`config.mk`:
```
export PLATFORM = sky130hd
export DESIGN_NAME = keyed_round_robin_slot_picker
export DESIGN_NICKNAME = d
export VERILOG_FILES = /design/src/design/krrsp_pkg.sv /design/src/design/krrsp_advance.sv /design/src/design/keyed_round_robin_slot_picker.sv
export SDC_FILE = /design/constraint.sdc
export NUM_CORES = 1
export LEC_CHECK = 0
export ABC_AREA = 1
export ABC_CLOCK_PERIOD_IN_PS = 8100
export BUFFER_PORTS_ARGS = -buffer_cell sky130_fd_sc_hd__buf_2
export CORE_MARGIN = 2
export CORE_UTILIZATION = 42
export CTS_BUF_LIST = sky130_fd_sc_hd__clkbuf_8
export DETAILED_ROUTE_END_ITERATION = 6
export GPL_ROUTABILITY_DRIVEN = 0
export GPL_TIMING_DRIVEN = 0
export PLACE_DENSITY_LB_ADDON = 0.3
export SLEW_MARGIN = 25
export SYNTH_ARGS = -nofsm -noshare
export SYNTH_HDL_FRONTEND = slang
export SYNTH_SLANG_ARGS = --single-unit
```
`constraint.sdc`:
```
create_clock -name clk_i -period 8.1 [get_ports clk_i]
set_clock_uncertainty 0.2 [all_clocks]
set_input_delay 0.405 -clock clk_i [delete_from_list [all_inputs] [get_ports clk_i]]
set_output_delay 0.405 -clock clk_i [all_outputs]
set_load 0.02 [all_outputs]
```
`src/design/krrsp_pkg.sv`:
```
// Package for the keyed round-robin slot picker.
// Default sizes, retry limit and result status codes; no dependencies.
`default_nettype none

package krrsp_pkg;

  localparam int unsigned MaxEntries = 5;
  localparam int unsigned NumSlots   = 9;
  localparam int unsigned RetryLimit = 32;
  localparam int unsigned KeyW       = 16;
  localparam int unsigned OutSlotW   = 4;

  typedef enum logic [1:0] {
    StPicked   = 2'd0,
    StFirst    = 2'd1,
    StInserted = 2'd2,
    StFull     = 2'd3
  } status_e;

endpackage

`default_nettype wire

```
`src/design/krrsp_advance.sv`:
```
// Slot advance unit: steps a slot modulo NUM_SLOTS, one step per cycle, until an
// unused slot is found or the retry limit runs out. Depends on krrsp_pkg.
`default_nettype none

module krrsp_advance #(
  parameter int unsigned NUM_SLOTS = krrsp_pkg::NumSlots,
  localparam int unsigned SW = (NUM_SLOTS > 1) ? $clog2(NUM_SLOTS) : 1
) (
  input  wire logic                 clk_i,
  input  wire logic                 rst_ni,
  input  wire logic                 start_i,
  input  wire logic [SW-1:0]        slot_i,
  input  wire logic [NUM_SLOTS-1:0] mask_i,
  output logic                      done_o,
  output logic [SW-1:0]             slot_o
);
  import krrsp_pkg::*;

  localparam int unsigned CntW = $clog2(RetryLimit);

  logic            busy_q, busy_d;
  logic            done_q, done_d;
  logic [SW-1:0]   s_q, s_d, nxt;
  logic [CntW-1:0] cnt_q, cnt_d;

  always_comb begin
    nxt    = (s_q == SW'(NUM_SLOTS - 1)) ? '0 : s_q + SW'(1);
    busy_d = busy_q;
    done_d = 1'b0;
    s_d    = s_q;
    cnt_d  = cnt_q;
    if (start_i) begin
      busy_d = 1'b1;
      s_d    = slot_i;
      cnt_d  = '0;
    end else if (busy_q) begin
      s_d   = nxt;
      cnt_d = cnt_q + CntW'(1);
      if (!mask_i[nxt] || cnt_q == CntW'(RetryLimit - 1)) begin
        busy_d = 1'b0;
        done_d = 1'b1;
      end
    end
  end

  always_ff @(posedge clk_i or negedge rst_ni) begin
    if (!rst_ni) begin
      busy_q <= 1'b0;
      done_q <= 1'b0;
    end else begin
      busy_q <= busy_d;
      done_q <= done_d;
    end
  end

  always_ff @(posedge clk_i) begin
    s_q   <= s_d;
    cnt_q <= cnt_d;
  end

  assign done_o = done_q;
  assign slot_o = s_q;

endmodule

`default_nettype wire

```
`src/design/keyed_round_robin_slot_picker.sv`:
```
// Timing: insert or table full scans all n stored entries; first use and slot pick
// end the scan at a hit on entry i; a slot pick then takes k advance steps (1 to 32).
// One request in flight; the next is taken once the result sits in the output
// register, which holds it until taken. The key search and the per-step slot
// advance set the timing. Reset clears the entry count and the handshake state;
// table memories are undefined until an entry is inserted, with no clearing pass.
`default_nettype none

module keyed_round_robin_slot_picker #(
  parameter int unsigned MAX_ENTRIES = krrsp_pkg::MaxEntries,
  parameter int unsigned NUM_SLOTS   = krrsp_pkg::NumSlots
) (
  input  wire logic                            clk_i,
  input  wire logic                            rst_ni,
  input  wire logic                            in_valid_i,
  output logic                                 in_ready_o,
  input  wire logic [krrsp_pkg::KeyW-1:0]      key_i,
  output logic                                 out_valid_o,
  input  wire logic                            out_ready_i,
  output logic [1:0]                           status_o,
  output logic [krrsp_pkg::OutSlotW-1:0]       slot_o
);
  import krrsp_pkg::*;

  localparam int unsigned AW = (MAX_ENTRIES > 1) ? $clog2(MAX_ENTRIES) : 1;
  localparam int unsigned CW = $clog2(MAX_ENTRIES + 1);
  localparam int unsigned SW = (NUM_SLOTS > 1) ? $clog2(NUM_SLOTS) : 1;

  localparam logic [2:0] S_IDLE   = 3'd0;
  localparam logic [2:0] S_SEARCH = 3'd1;
  localparam logic [2:0] S_RDST   = 3'd2;
  localparam logic [2:0] S_ADV    = 3'd3;
  localparam logic [2:0] S_FIN    = 3'd4;

  typedef struct packed {
    logic                 never;
    logic [SW-1:0]        cur;
    logic [NUM_SLOTS-1:0] used;
  } entry_t;

  logic [2:0]      state_q, state_d;
  logic [CW-1:0]   count_q, count_d;
  logic [CW-1:0]   idx_q, idx_d;
  logic            cmp_vld_q, cmp_vld_d;
  logic [AW-1:0]   cmp_idx_q, cmp_idx_d;
  logic [AW-1:0]   hit_idx_q, hit_idx_d;
  logic [KeyW-1:0] key_q, key_d;
  status_e         res_st_q, res_st_d;
  logic [SW-1:0]   res_slot_q, res_slot_d;
  logic            out_valid_q, out_valid_d;
  status_e         out_st_q, out_st_d;
  logic [SW-1:0]   out_slot_q, out_slot_d;

  logic [KeyW-1:0] key_mem [MAX_ENTRIES];
  logic [KeyW-1:0] key_rdata_q;
  logic            key_re, key_we;
  logic [AW-1:0]   key_addr;

  entry_t          st_mem [MAX_ENTRIES];
  entry_t          st_rdata_q;
  entry_t          st_wdata;
  logic            st_re, st_we;
  logic [AW-1:0]   st_addr;

  logic            adv_start, adv_done;
  logic [SW-1:0]   adv_slot;

  krrsp_advance #(.NUM_SLOTS(NUM_SLOTS)) u_adv (
    .clk_i   (clk_i),
    .rst_ni  (rst_ni),
    .start_i (adv_start),
    .slot_i  (st_rdata_q.cur),
    .mask_i  (st_rdata_q.used),
    .done_o  (adv_done),
    .slot_o  (adv_slot)
  );

  always_comb begin
    state_d     = state_q;
    count_d     = count_q;
    idx_d       = idx_q;
    cmp_vld_d   = cmp_vld_q;
    cmp_idx_d   = cmp_idx_q;
    hit_idx_d   = hit_idx_q;
    key_d       = key_q;
    res_st_d    = res_st_q;
    res_slot_d  = res_slot_q;
    out_valid_d = out_valid_q;
    out_st_d    = out_st_q;
    out_slot_d  = out_slot_q;
    key_re      = 1'b0;
    key_we      = 1'b0;
    key_addr    = idx_q[AW-1:0];
    st_re       = 1'b0;
    st_we       = 1'b0;
    st_addr     = cmp_idx_q;
    st_wdata    = '0;
    adv_start   = 1'b0;
    in_ready_o  = (state_q == S_IDLE);

    if (out_valid_q && out_ready_i) out_valid_d = 1'b0;

    case (state_q)
      S_IDLE: begin
        if (in_valid_i) begin
          key_d     = key_i;
          idx_d     = '0;
          cmp_vld_d = 1'b0;
          state_d   = S_SEARCH;
        end
      end
      S_SEARCH: begin
        if (cmp_vld_q && key_rdata_q == key_q) begin
          st_re     = 1'b1;
          st_addr   = cmp_idx_q;
          hit_idx_d = cmp_idx_q;
          cmp_vld_d = 1'b0;
          state_d   = S_RDST;
        end else if (idx_q < count_q) begin
          key_re    = 1'b1;
          key_addr  = idx_q[AW-1:0];
          cmp_vld_d = 1'b1;
          cmp_idx_d = idx_q[AW-1:0];
          idx_d     = idx_q + CW'(1);
        end else begin
          cmp_vld_d  = 1'b0;
          res_slot_d = '0;
          state_d    = S_FIN;
          if (count_q < CW'(MAX_ENTRIES)) begin
            key_we         = 1'b1;
            key_addr       = count_q[AW-1:0];
            st_we          = 1'b1;
            st_addr        = count_q[AW-1:0];
            st_wdata.never = 1'b1;
            count_d        = count_q + CW'(1);
            res_st_d       = StInserted;
          end else begin
            res_st_d = StFull;
          end
        end
      end
      S_RDST: begin
        if (st_rdata_q.never) begin
          st_we         = 1'b1;
          st_addr       = hit_idx_q;
          st_wdata.cur  = SW'(1);
          st_wdata.used = NUM_SLOTS'(3);
          res_st_d      = StFirst;
          res_slot_d    = SW'(1);
          state_d       = S_FIN;
        end else begin
          adv_start = 1'b1;
          state_d   = S_ADV;
        end
      end
      S_ADV: begin
        if (adv_done) begin
          st_we         = 1'b1;
          st_addr       = hit_idx_q;
          st_wdata.cur  = adv_slot;
          st_wdata.used = st_rdata_q.used | (NUM_SLOTS'(1) << adv_slot);
          res_st_d      = StPicked;
          res_slot_d    = adv_slot;
          state_d       = S_FIN;
        end
      end
      S_FIN: begin
        if (!out_valid_q || out_ready_i) begin
          out_valid_d = 1'b1;
          out_st_d    = res_st_q;
          out_slot_d  = res_slot_q;
          state_d     = S_IDLE;
        end
      end
      default: begin
        state_d = S_IDLE;
      end
    endcase
  end

  always_ff @(posedge clk_i or negedge rst_ni) begin
    if (!rst_ni) begin
      state_q     <= S_IDLE;
      count_q     <= '0;
      cmp_vld_q   <= 1'b0;
      out_valid_q <= 1'b0;
    end else begin
      state_q     <= state_d;
      count_q     <= count_d;
      cmp_vld_q   <= cmp_vld_d;
      out_valid_q <= out_valid_d;
    end
  end

  always_ff @(posedge clk_i) begin
    idx_q      <= idx_d;
    cmp_idx_q  <= cmp_idx_d;
    hit_idx_q  <= hit_idx_d;
    key_q      <= key_d;
    res_st_q   <= res_st_d;
    res_slot_q <= res_slot_d;
    out_st_q   <= out_st_d;
    out_slot_q <= out_slot_d;
  end

  always_ff @(posedge clk_i) begin
    if (key_we) key_mem[key_addr] <= key_q;
    if (key_re) key_rdata_q <= key_mem[key_addr];
  end

  always_ff @(posedge clk_i) begin
    if (st_we) st_mem[st_addr] <= st_wdata;
    if (st_re) st_rdata_q <= st_mem[st_addr];
  end

  assign out_valid_o = out_valid_q;
  assign status_o    = out_st_q;
  assign slot_o      = OutSlotW'(out_slot_q);

endmodule

`default_nettype wire

```
# [After elaboration in Yosys (flattened, before gate mapping)]
# Memories as Yosys holds them, arrays and structs flattened. A register that Yosys moved wholly into a read port is not among the register bits.
# Index checks and enable logic that the tools add are counted.
[totals] ram_bits=150 regBits=56 inputBits=20 output_inout_bits=8 memories=2
[op_classes] bitwise_logic=3 add_sub_neg=4 shift=1 muxes=69 eq_ne=15 n_lt_le_gt_ge=3 reduce_logical=19
[mem_list] name="key_mem" words=5 width=16 rd=1 rd_ports_with_merged_regs=1 write_ports=1 line_no="keyed_round_robin_slot_picker.sv:54" source="logic [KeyW-1:0] key_mem [MAX_ENTRIES];"
[mem_list] name="st_mem" words=5 width=14 rd=1 rd_ports_with_merged_regs=1 write_ports=1 line_no="keyed_round_robin_slot_picker.sv:59" source="entry_t st_mem [MAX_ENTRIES];"
[op_table] cell="3-bit 2-to-1 mux" count=18
[op_table] cell="1-bit 2-to-1 mux" count=29
[op_table] cell="4-bit 2-to-1 mux" count=7
[op_table] cell="13-bit one-hot mux with 2 select lines" count=1
[op_table] cell="16-bit == test" count=1
[op_table] cell="3-bit one-hot mux with 5 select lines" count=1
[op_table] cell="13-bit 2-to-1 mux" count=1
[op_table] cell="2-bit inequality test (second input constant)" count=6
[op_table] cell="4-bit one-hot mux with 3 select lines" count=1
[op_table] cell="4-bit AND reduction" count=3
[op_table] cell="10-bit 2-to-1 mux" count=1
[op_table] cell="9-bit bitwise OR" count=1
[op_table] cell="3-bit one-hot mux with 3 select lines" count=1
[op_table] cell="1-bit by 4-bit left shift with 9-bit output (first input constant)" count=1
[op_table] cell="2-bit 2-to-1 mux" count=4
[op_table] cell="2-bit AND reduction" count=4
[op_table] cell="3-bit by 1-bit adder with 3-bit output (second input constant)" count=2
[op_table] cell="3-bit by 2-bit == test with 1-bit output (second input constant)" count=2
[op_table] cell="2-bit one-hot mux with 3 select lines" count=1
[op_table] cell="3-bit one-hot mux with 2 select lines" count=1
[op_table] cell="5-bit by 1-bit adder with 5-bit output (second input constant)" count=1
[op_table] cell="5-bit == test (second input constant)" count=1
[op_table] cell="4-bit by 5-bit less-than comparator with 1-bit output (second input constant)" count=1
[op_table] cell="5-bit AND reduction" count=1
[op_table] cell="19 further kinds" count=24

# [Logic depth before layout (Yosys ltp)]
[depth] depth_word=9 ltp_mapped=17

# [Cells and area by module]
# Synthesis repeated with hierarchy kept, for this count alone.
[unflattened] hier_cells=925 area_unflattened_um2=10068.4
[modules_own_cells] module="keyed_round_robin_slot_picker" area_each_um2=9384.0 instances=1 cells_per_inst=833
[modules_own_cells] module="krrsp_advance" area_each_um2=684.4 instances=1 cells_per_inst=92

# [Worst setup path before layout]
# Ideal clock, no wire load.
[synth_timing] kind="register to register" from="register key_q[4]" to="register res_slot_q[0] (enable)" synth_period_minus_slack_ns=3.004 setup_ns=0.296 n_path_buf=0 stages_incl_launch_ff=10 required_ns=7.604 setup_slack_ns=5.096 arrival_time_ns=2.508 path_cell_list="edfxtp_1 or2_2 nand3_1 nor2_2 nand3_4 nand2_1 nor2_1 inv_1 o311ai_0 nor2_1"
[synth_via] elab_chain_cells=4
[synth_lines] item="from (decl)" line_no="keyed_round_robin_slot_picker.sv:47" source="logic [KeyW-1:0] key_q, key_d;"
[synth_lines] item="from (signal assigned)" line_no="keyed_round_robin_slot_picker.sv:199" source="key_q <= key_d;"
[synth_lines] item="16-bit == test" line_no="keyed_round_robin_slot_picker.sv:113" source="if (cmp_vld_q && key_rdata_q == key_q) begin"
[synth_lines] item="1-bit logical AND" line_no="keyed_round_robin_slot_picker.sv:113"
[synth_lines] item="2-bit inequality test (no source line)"
[synth_lines] item="5-bit AND reduction (no source line)"
[synth_lines] item="to (signal assigned)" line_no="keyed_round_robin_slot_picker.sv:201" source="res_slot_q <= res_slot_d;"
[synth_lines] item="to (decl)" line_no="keyed_round_robin_slot_picker.sv:49" source="logic [SW-1:0] res_slot_q, res_slot_d;"
# Every way passes these cells.
# A chain may end at the register's enable or synchronous reset.

# [Final worst setup path]
[layout_timing] from="register key_q[2]" to="memory st_mem[1][3] (netlist bit) (enable)"
[layout_via] elab_chain_cells=6 word_cells_on_any_way=8
[layout_lines] item="16-bit == test (*)" line_no="keyed_round_robin_slot_picker.sv:113"
[layout_lines] item="1-bit logical AND (*)" line_no="keyed_round_robin_slot_picker.sv:113"
[layout_lines] item="1-bit 2-to-1 mux" line_no="keyed_round_robin_slot_picker.sv:113"
[layout_lines] item="1-bit one-hot mux with 3 select lines" line_no="keyed_round_robin_slot_picker.sv:103" source="case (state_q)"
[layout_lines] item="1-bit 2-to-1 mux" line_no="keyed_round_robin_slot_picker.sv:212" source="if (st_we) st_mem[st_addr] <= st_wdata;"
[layout_lines] item="1-bit 2-to-1 mux (implied by the code)" line_no="keyed_round_robin_slot_picker.sv:212"
[layout_lines] item="to (decl)" line_no="keyed_round_robin_slot_picker.sv:59"
# Mark *: on every way between the ends. The rest lies on a longest branch, timed or not.

==> impl_metrics.json <==
{
  "outcome": "complete, no violations",
  "post_cts_buffers": 0,
  "syn-num-nets": 963,
  "p_switching_uw": 1610,
  "tightest_slew_ps": 918,
  "syn_inst": 931,
  "die_h_um": 159,
  "ant_nets": 0,
  "grt_pass1_wl_mm": 35.1,
  "numClockSinks": 236,
  "regArea_um2": 6990,
  "synth_commonest_cells": "285 x nand2_1, 221 x edfxtp_1, 110 x nor2_1, 97 x inv_1, 70 x nand3_1",
  "fin_util_pct": 49.6,
  "finalInstanceArea_um2": 11700,
  "cts_hold_buf": 18,
  "area_growth_pct": 15.3,
  "setup_ws_ps": 4550,
  "synthesis.area_um2": 10200,
  "pwr-share-clk_pct": 22.8,
  "period_needed_ps": 3550,
  "std_cell_rows": 56,
  "cpMaxStageDelayCell": "nor2_2",
  "synth_flop_cell": "edfxtp_1",
  "p_leak_uw": 0.00489,
  "synth_edf_count": 221,
  "relSlewSlack_pct": 38.7,
  "cp_common_cell": "nand2_1",
  "clk_path_buf_depth": 3,
  "max-vdd-ir-drop_uv": 162,
  "hold_violations": 0,
  "grt_pass1_vias": 6583,
  "hold_class": "in2async",
  "yosysWarnings": 0,
  "wl_per_cell_um": 15.8,
  "pre_cts_slack_ps": 4550,
  "setup_violations": 0,
  "async_flop_share_pct": 4.24,
  "grt_max_degree": 21,
  "swShare_pct": 38.6,
  "num_vias": 6638,
  "maxCapViolations": 0,
  "dp_hpwl_mm": 14.4,
  "diodes": 0,
  "path_delay_family": "simple AND/OR/NAND/NOR gates",
  "core_um2": 23600,
  "synth_area_per_cell_um2": 10.9,
  "pwr-share-comb_pct": 35.7,
  "cp_num_buf_inv": 2,
  "overflow": 0,
  "ys_ff_latch": 236,
  "synth.most_common_cell": "nand2_1",
  "first_iter_violations": 435,
  "p_int_uw": 2570,
  "path_class": "reg2reg",
  "arrival_ps": 3490,
  "fin_crit_sh_pct": 43.8,
  "netlist_top_cells_area": "edfxtp_1 65%, nand2_1 11%, nor2_1 4.1%",
  "cp-start-kind": "flop",
  "ys_seq_area_share_pct": 68.8,
  "drv_slew": 0,
  "path_clk_slew_ps": 60,
  "power.density_nw_per_um2": 358,
  "fin_setup_tns_ps": 0,
  "ys_types": 38,
  "wl_mm": 21.8,
  "cts_tree": "yes",
  "vias_per_cell": 4.82,
  "synth_top_area_cell": "edfxtp_1",
  "dpl-instance-area_um2": 10800,
  "die-area_um2": 25400,
  "crit_chain": "xnor2_1 -> nand3_1 -> nor2_2 -> nand4_1 -> nand2_1 -> nand2_1 -> nand2_1 -> buf_6 -> buf_6 -> nand2_1 -> nor2_2",
  "crit_required_ps": 8040,
  "critPathMaxStageDelay_ps": 730,
  "numCtsBuffers": 41,
  "detail_route.first_pass.iterations": 5,
  "endpoint_kind": "flop",
  "multiInputGateArea_um2": 2650,
  "io_pins": 28,
  "track_usage_pct": 17.6,
  "nets": 1058,
  "critPathMaxFanout": 14,
  "fmaxAchievable_mhz": 282,
  "port_buffers": 27,
  "rsz0062_at_grt": "no",
  "drc": 0,
  "drive_gt1_share_pct": 13.4,
  "post_cts_resized": 0,
  "seq_power_share_pct": 41.5,
  "n_fill_cell": 2111,
  "cts-root-buf": "clkbuf_8",
  "clk_latency_ps": 530,
  "h-tree-depth": 2,
  "start_util_pct": 43.0,
  "die_x_um": 159,
  "antenna_found_initial": 0,
  "synth_top_area_share_pct": 65.4
}
[routing by layer]
metal  track usage, %  share of wire [%]  up-vias
li1                 -                  -     3306
met5                0                  0        -
met2             29.3                 48      185
met4             5.87                1.9        0
met3             3.31                5.3       34
met1             23.2                 45     3113
[metrics by stage]
stage	total power [uW]	hold WS [ps]	instances
3_5_place_dp	3260	86.2	1284
4_1_cts	4220	55.9	1376
5_1_grt	4480	76.2	1376
6_report	4190	66.5	1376
2_1_floorplan	2770	-90.6	931
3_3_place_gp	3190	87.3	1277
[cells in the final DEF (no fill, tap or decap), types with 6 or more instances in the layout]
cell type,n
nand2_1,285
edfxtp_1,221
inv_1,112
nor2_1,98
nand3_1,70
clkbuf_8,42
buf_2,38
dlygate4sd3_1,18
o21ai_0,16
nor2_2,14
a21oi_1,13
clkinv_1,12
ha_1,12
nand4_1,10
dfrtp_1,10
buf_6,9
nor3_1,7
a31oi_1,6
[registers in the layout, summed over array words and instances, names as in the netlist]
register      count
key_mem          80
st_mem           70
key_q            16
key_rdata_q      16
st_rdata_q       14
u_adv.cnt_q       5
res_slot_q        4
slot_o            4
u_adv.slot_o      4
cmp_idx_q         3
count_q           3
hit_idx_q         3
idx_q             3
state_q           3
res_st_q          2
status_o          2
cmp_vld_q         1
out_valid_o       1
u_adv.busy_q      1
u_adv.done_o      1
[final cells by class]
class / instances / share of cell area (%)
Multi-Input combinational cell: 568 / 22.6
Buffer: 24 / 1.43
Timing Repair Buffer: 52 / 3.49
Inverter: 103 / 3.30
Sequential cell: 236 / 59.7
Clock inverter: 32 / 1.14
Tap cell: 319 / 3.41
Clock buffer: 42 / 4.94
[power groups by stage]
| stage | combinational, uW | sequential (uW) | clock (uW) |
|---|---|---|---|
| after floorplan | 1030 | 1740 | 0 |
| after global placement | 1430 | 1760 | 0 |
| after detailed placement | 1500 | 1760 | 0 |
| after CTS | 1510 | 1740 | 978 |
| after global routing | 1680 | 1760 | 1030 |
| final | 1490 | 1740 | 956 |
[logic make-up (layout without fill, tap and decap cells)]
| logic type | after synthesis | after routing | share of synthesized area [%] |
|---|---|---|---|
| DFF | 236 | 236 | 68.8 |
| and+or+nand+nor | 509 | 509 | 21.5 |
| adders and majority gates | 12 | 12 | 1.48 |
| buffers and inverters | 127 | 253 | 5.46 |
| xor gates and xnor gates | 5 | 5 | 0.431 |
| AOI/OAI and AO/OA | 42 | 42 | 2.35 |
[path summary, 6_finish.rpt]
check / startpoint / endpoint / slack, ps / cells past startpoint
worst max register to register: key_q[2] / st_mem[1][3] / 4550 / 11
max in group asynchronous: rst_ni / count_q[0] / 7430 / 2
min in group clk_i: in_valid_i / state_q[0] / 190 / 4
worst min register to register: res_st_q[0] / status_o[0] / 220 / 0
worst min-delay path: rst_ni / cmp_vld_q / 70 / 2
worst max-delay path: key_q[2] / st_mem[1][3] / 4550 / 11
Power figures use the tool's default switching activity.
